[src/sar_pkg.sv]
// package for the socket address registry
// shared constants, types and the controller state encoding
// no dependencies
package sar_pkg;

	localparam int TableDepth = 1024;
	localparam int IdxW = $clog2(TableDepth);
	localparam int CntW = $clog2(TableDepth + 1);
	localparam int KeyW = 48;
	localparam int OwnerW = 16;

	typedef enum logic [2:0] {
		ST_OK    = 3'd0,
		ST_FAIL  = 3'd1,
		ST_ERR   = 3'd2,
		ST_FOUND = 3'd3,
		ST_FULL  = 3'd4
	} status_t;

	typedef enum logic [2:0] {
		S_PARSE,
		S_SCAN,
		S_WAIT,
		S_DONE,
		S_OUT
	} state_t;

	localparam logic [7:0] ChDot   = 8'h2e;
	localparam logic [7:0] ChColon = 8'h3a;
	localparam logic [7:0] ChZero  = 8'h30;
	localparam logic [7:0] ChNine  = 8'h39;

	// controller -> datapath
	typedef struct packed {
		logic take_char;  // consume one character
		logic finish;     // close string, latch key and request number
		logic scan_start; // reset scan pointer
		logic scan_step;  // issue read at scan pointer, advance
		logic write;      // store key at free slot
		logic out_load;   // load result register
	} sar_cmd_t;

	// datapath -> controller
	typedef struct packed {
		logic ok;        // latched string was well formed
		logic scan_last; // pointer is at last entry
	} sar_sts_t;

endpackage

[src/sar_ctrl.sv]
// controller state machine for the socket address registry
// depends on sar_pkg
module sar_ctrl (
	input  logic              clk,
	input  logic              arst_n,
	input  logic              in_valid,
	input  logic              in_last,
	input  logic              out_busy,
	input  sar_pkg::sar_sts_t sts,
	output logic              in_ready,
	output sar_pkg::sar_cmd_t cmd
);

	sar_pkg::state_t state_q, state_d;

	always_ff @(posedge clk or negedge arst_n) begin
		if (!arst_n) begin
			state_q <= sar_pkg::S_PARSE;
		end else begin
			state_q <= state_d;
		end
	end

	always_comb begin
		state_d = state_q;
		cmd = '0;
		in_ready = 1'b0;
		case (state_q)
			sar_pkg::S_PARSE: begin
				in_ready = 1'b1;
				if (in_valid) begin
					cmd.take_char = 1'b1;
					if (in_last) begin
						cmd.finish = 1'b1;
						state_d = sar_pkg::S_SCAN;
					end
				end
			end
			sar_pkg::S_SCAN: begin
				if (!sts.ok) begin
					state_d = sar_pkg::S_OUT;
				end else begin
					cmd.scan_start = 1'b1;
					state_d = sar_pkg::S_WAIT;
				end
			end
			sar_pkg::S_WAIT: begin
				// one read per cycle, compare runs in the cycle after its read
				cmd.scan_step = 1'b1;
				if (sts.scan_last) begin
					state_d = sar_pkg::S_DONE;
				end
			end
			sar_pkg::S_DONE: begin
				// last compare lands this cycle
				state_d = sar_pkg::S_OUT;
			end
			sar_pkg::S_OUT: begin
				if (!out_busy) begin
					cmd.out_load = 1'b1;
					cmd.write = 1'b1;
					state_d = sar_pkg::S_PARSE;
				end
			end
			default: state_d = sar_pkg::S_PARSE;
		endcase
	end

endmodule

[config.mk]
export PLATFORM = sky130hd
export DESIGN_NAME = sar_ctrl
export DESIGN_NICKNAME = d
export VERILOG_FILES = /design/src/sar_pkg.sv /design/src/sar_ctrl.sv
export SDC_FILE = /design/constraint.sdc
export NUM_CORES = 1
export LEC_CHECK = 0
export ABC_AREA = 1
export ABC_CLOCK_PERIOD_IN_PS = 800
export BUFFER_PORTS_ARGS = -buffer_cell sky130_fd_sc_hd__buf_2
export CELL_PAD_IN_SITES_DETAIL_PLACEMENT = 1
export CELL_PAD_IN_SITES_GLOBAL_PLACEMENT = 1
export CORE_AREA = 4 4 41 43
export DETAILED_ROUTE_END_ITERATION = 8
export DIE_AREA = 0 0 45 47
export GPL_TIMING_DRIVEN = 1
export PLACE_DENSITY_LB_ADDON = 0.1
export SETUP_SLACK_MARGIN = 0.4
export SLEW_MARGIN = 20
export SYNTH_ARGS = -nofsm -noshare
export SYNTH_HDL_FRONTEND = slang
export SYNTH_SLANG_ARGS = --single-unit
[constraint.sdc]
create_clock -name clk -period 0.8 [get_ports clk]
set_input_delay 0.12 -clock clk [delete_from_list [all_inputs] [get_ports clk]]
set_output_delay 0.12 -clock clk [all_outputs]
set_load 0.01 [all_outputs]
==> results.json, run 1 <==
{
  "status": "finished with violations",
  "violations": "negative setup slack",
  "antennaDiodeCount": 0,
  "crit_type": "register to output pin",
  "setup_tns_ns": -3.75,
  "drtPass1Iterations": 3,
  "p_sw_uw": 636,
  "leakagePower_uw": 0.000243,
  "vias": 283,
  "synth_top_area_share_pct": 36.4,
  "design_area_um2": 450,
  "design.core.area_um2": 1300,
  "ys_warn_count": 0,
  "internal_power_uw": 993,
  "powerDensity_nw_per_um2": 3620,
  "die_x_um": 45,
  "clk_pin_slew_worst_paths_ns": 0.04,
  "postRouteAntennaNets": 0,
  "overflow": 0,
  "grt_max_degree": 6,
  "area_growth_pct": 118,
  "final_common_cell": "buf_2",
  "layout_min_cycle_time_ns": 1.27,
  "finalNonFillerCells": 72,
  "clock-sinks": 3,
  "combPwrFrac_pct": 64.1,
  "startpoint_type": "register",
  "fin_ws_ns": -0.467,
  "drtIter0Drc": 2,
  "drv_slew": 0,
  "grt_pass1_wl_um": 1000,
  "drive_above_1_share_pct": 68.4,
  "fin_skew_ns": 0.00436,
  "io_pins": 14,
  "drc": 0,
  "largest_reg_flops": 3,
  "cp.required_ns": 0.68,
  "rows": 13,
  "slowest_stage": "dfrtp_2",
  "worstPathMaxFanout": 5,
  "synth_nets": 35,
  "final_cell_mix": "buf_2, buf_4, nor2_1, buf_6",
  "crit_chain": "nor2_4 > nand2_2 > nor2_1 > buf_2",
  "antenna_found_initial": 0,
  "drv_cap": 0,
  "htree_levels": 1,
  "slew_headroom_pct": 87.0,
  "hold_class": "primary input to register",
  "seqPwrFrac_pct": 19.3,
  "syn_area_um2": 206,
  "root_buffer": "clkbuf_4",
  "vias_per_cell": 3.93,
  "rsz0062_at_grt": "true",
  "dp_hpwl_um": 518,
  "avgSynthCellArea_um2": 7.37,
  "synthCells": 28,
  "die-height_um": 47,
  "grt_pass1_vias": 279,
  "regMostFlops": "state_q",
  "fmax_mhz": 790,
  "start_util_pct": 15.9,
  "final_nets": 65,
  "post-route-util_pct": 34.6,
  "synthTopCellsByArea": "dfrtp_1, nor2_1, nand3_1",
  "cp-end-kind": "output pin",
  "yosysTopAreaCell": "dfrtp_1",
  "place_area_um2": 338,
  "wirelength_um": 691,
  "max_stage_delay_ns": 0.45,
  "clockPowerShare_pct": 16.6,
  "placed_cells_incl_taps": 60,
  "gp_congestion": 0.728,
  "cts_tree": "done",
  "hold_viol": 0,
  "reg.largest.list": "state_q x3",
  "vdd_drop_max_uv": 1300,
  "ys_seq_area_share_pct": 36.4,
  "cts_buffer_depth": 2,
  "synth-seq-cells": 3,
  "clk_latency_ns": 0.24,
  "synthDistinctLibCells": 15,
  "die_area_um2": 2120,
  "post-place-ws_ns": -0.307,
  "numCtsBuffers": 3,
  "track_usage_pct": 6.73,
  "switching_share_pct": 39.0,
  "wl_per_cell_um": 9.60,
  "arrival_ns": 1.15,
  "port_buffers": 13,
  "tightest_slew_ns": 0.194,
  "finalSetupViolCount": 10,
  "timing.final.crit_share_pct": 158
}
## repair_timing
| action | in CTS | in global routing |
|---|---|---|
| endpoints found under the setup margin | 10 | 10 |
| endpoints found under the hold margin | 3 | 0 |
| buffers inserted | 3 | 4 |
| hold buffers | 1 | 0 |
| pin swaps | 1 | 3 |
| gates resized for setup | 6 | 2 |
## stage by stage
step	power, uW	hold slack [ns]
finish	1630	0.180
global route	1770	0.204
detailed placement	1020	-0.0821
floorplan	706	-0.176
CTS	1490	0.179
global placement	1010	-0.0823
## metal layers
layer | vias up | GRT usage [%] | wire length (um)
met1 | 121 | 7.09 | 271
met2 | 10 | 10.7 | 353
met4 | 0 | 3.51 | 0
met3 | 0 | 3.83 | 66
met5 | - | 0 | 0
li1 | 152 | - | -
## final cells by class
| type | count | area (um^2) |
|---|---|---|
| clock buffers | 4 | 26.3 |
| flip-flops and latches | 3 | 76.3 |
| multi-input cells | 18 | 126 |
| repair buffers | 26 | 180 |
| fillers | 176 | 851 |
| well taps | 15 | 18.8 |
| inverters | 6 | 22.5 |
## critical path: cells and delay by family (launching register included)
kind / cells / cell delay (ns)
buf+inv: 1 / 0.13
flops: 1 / 0.45
simple gates: 3 / 0.33
## cell usage after synthesis (all sizes together)
cell	count
nor2	7
inv	5
nand3	4
dfrtp	3
nand2	3
buf	1
clkinv	1
nand3b	1
nor4	1
o211ai	1
o22ai	1
## power groups by stage
stage                     clock network, uW  logic [uW]  registers [uW]
after global placement                    0         718             295
after CTS                               286         890             315
after global routing                    301        1150             320
after floorplan                           0         414             292
final                                   271        1040             314
after detailed placement                  0         723             297
## final timing paths
check | from | end | cells past startpoint | slack [ns]
min reg2reg | state_q[0] | state_q[2] | 2 | 0.64
min in group asynchronous | arst_n | state_q[0] | 2 | 0.21
min | sts[1] | state_q[1] | 3 | 0.18
max in group asynchronous | arst_n | state_q[0] | 2 | 0.48
max | state_q[0] | cmd[5] | 4 | -0.47
max reg2reg | state_q[0] | state_q[1] | 5 | -0.27
## cells by family (layout without fill, tap and decap cells)
kind of cell / count (synthesis) / in the layout / share of synthesized area [%]
buf+inv: 7 / 36 / 14.5
compound gates: 2 / 2 / 9.70
flops: 3 / 3 / 36.4
simple gates: 16 / 16 / 39.4
(Power assumes the default switching activity.)
==> run 2, diff against run 1 <==
--- a/config.mk
+++ b/config.mk
@@ -6,7 +6,7 @@
 export NUM_CORES = 1
 export LEC_CHECK = 0
 export ABC_AREA = 1
-export ABC_CLOCK_PERIOD_IN_PS = 800
+export ABC_CLOCK_PERIOD_IN_PS = 1000
 export BUFFER_PORTS_ARGS = -buffer_cell sky130_fd_sc_hd__buf_2
 export CELL_PAD_IN_SITES_DETAIL_PLACEMENT = 1
 export CELL_PAD_IN_SITES_GLOBAL_PLACEMENT = 1
==> constraint.sdc (replaced) <==
create_clock -name clk -period 1 [get_ports clk]
set_input_delay 0.15 -clock clk [delete_from_list [all_inputs] [get_ports clk]]
set_output_delay 0.15 -clock clk [all_outputs]
set_load 0.01 [all_outputs]
==> results.json, run 2 (synthesized netlist as in run 1, its figures left out) <==
{
  "vias_per_cell": 4.01,
  "worstReg2RegEnd": "state_q[1]",
  "start_util_pct": 15.9,
  "r2r_start": "state_q[2]",
  "clock-sinks": 3,
  "cp-end-kind": "output pin",
  "overflow": 0,
  "gp_congestion": 0.715,
  "root_buffer": "clkbuf_4",
  "final_nets": 63,
  "final_cell_mix": "buf_2, buf_4",
  "vias": 281,
  "regMostFlops": "state_q",
  "startpoint_type": "register",
  "r2r_cells": 5,
  "htree_levels": 1,
  "area_growth_pct": 115,
  "largest_reg_flops": 3,
  "dp_hpwl_um": 550,
  "drtPass1Iterations": 1,
  "grt_pass1_vias": 283,
  "p_total_uw": 1300,
  "track_usage_pct": 7.60,
  "violations": "negative setup slack",
  "min_from": "sts[1]",
  "grt_pass1_wl_um": 1150,
  "finalSetupViolCount": 9,
  "antenna_found_initial": 0,
  "cts_tree": "done",
  "drtIter0Drc": 0,
  "design_area_um2": 444,
  "slew_headroom_pct": 86.9,
  "crit_path_start": "state_q[2]",
  "rrSetupSlack_ns": -0.07,
  "final_common_cell": "buf_2",
  "port_buffers": 13,
  "design.core.area_um2": 1300,
  "hold_depth": 3,
  "io_pins": 14,
  "fmax_mhz": 798,
  "setup_tns_ns": -1.75,
  "fin_ws_ns": -0.253,
  "clk_pin_slew_worst_paths_ns": 0.04,
  "hold_ws_ns": 0.227,
  "hold_end": "state_q[1]",
  "tightest_slew_ns": 0.196,
  "hold_class": "primary input to register",
  "crit_type": "register to output pin",
  "leakagePower_uw": 0.000238,
  "reg.largest.list": "state_q x3",
  "status": "finished with violations",
  "worstPathMaxFanout": 3,
  "drv_cap": 0,
  "cts_buffer_depth": 2,
  "postRouteAntennaNets": 0,
  "rows": 13,
  "wirelength_um": 680,
  "die-height_um": 47,
  "arrival_ns": 1.10,
  "fin_skew_ns": 0.00126,
  "cp.required_ns": 0.85,
  "drive_above_1_share_pct": 70.9,
  "powerDensity_nw_per_um2": 2930,
  "drv_slew": 0,
  "antennaDiodeCount": 0,
  "clk_latency_ns": 0.23,
  "grt_max_degree": 6,
  "wl_per_cell_um": 9.71,
  "place_area_um2": 345,
  "die_x_um": 45,
  "timing.final.crit_share_pct": 125,
  "die_area_um2": 2120,
  "drc": 0,
  "numCtsBuffers": 3,
  "layout_min_cycle_time_ns": 1.25,
  "post-place-ws_ns": -0.107,
  "hold_viol": 0,
  "rsz0062_at_grt": "true",
  "vdd_drop_max_uv": 1000
}
run 2: cell count changes in the layout (fill, tap and decap cells not counted):
cell / previous run / this run
buf_4: 8 / 7
buf_6: 4 / 3
nand3_1: 3 / 2
nand3_2: 1 / 2
nor2_1: 4 / 3
nor2_4: 1 / 2
run 2: layout make-up:
type / instances / area (um^2)
clock buffers: 4 / 26.3
fillers: 168 / 857
inverters: 6 / 22.5
multi-input cells: 18 / 139
flip-flops and latches: 3 / 76.3
well taps: 15 / 18.8
repair buffers: 24 / 161
run 2: how the worst max path moves through the flow:
stage	end	slack [ns]	depth (start not counted)
after CTS	cmd[5]	-0.27	4
after global placement	cmd[5]	-0.08	4
after detailed placement	cmd[5]	-0.11	4
after global routing	cmd[5]	-0.35	4
after floorplan	cmd[1]	-0.08	2
final	cmd[1]	-0.25	3
run 2: where the power goes:
group	internal (uW)	total (uW)	switching [uW]
Sequential	173	243	69.6
Combinational	456	851	395
Clock	149	206	56.8
run 2: what timing repair did:
action / 4_1_cts / 5_1_grt
gates resized for setup: 4 / 6
hold buffers: 1 / 0
gates cloned: 0 / 0
buffers inserted: 1 / 3
setup endpoints to repair: 10 / 10
endpoints found under the hold margin: 3 / 0
pin swaps: 2 / 1
run 2: per-layer routing:
layer / vias to the layer above / part of all wire, % / GRT usage (%)
met2: 8 / 54 / 12.1
met3: 0 / 7.1 / 2.30
met5: - / 0 / 0
li1: 145 / - / -
met1: 128 / 39 / 8.70
met4: 0 / 0 / 5.26
run 2: worst max-delay path, cell delays in order, from the launching register on:
cell and delay [ns]:
dfrtp_1 0.41, inv_2 0.08, nor4_4 0.21, buf_2 0.17
run 2: through the flow:
stage | std cells | utilization (%)
after floorplan | 28 | -
after global placement | 61 | 26.5
after detailed placement | 61 | 26.5
after CTS | 67 | 30.7
after global routing | 70 | 34.1
final | 70 | 34.1
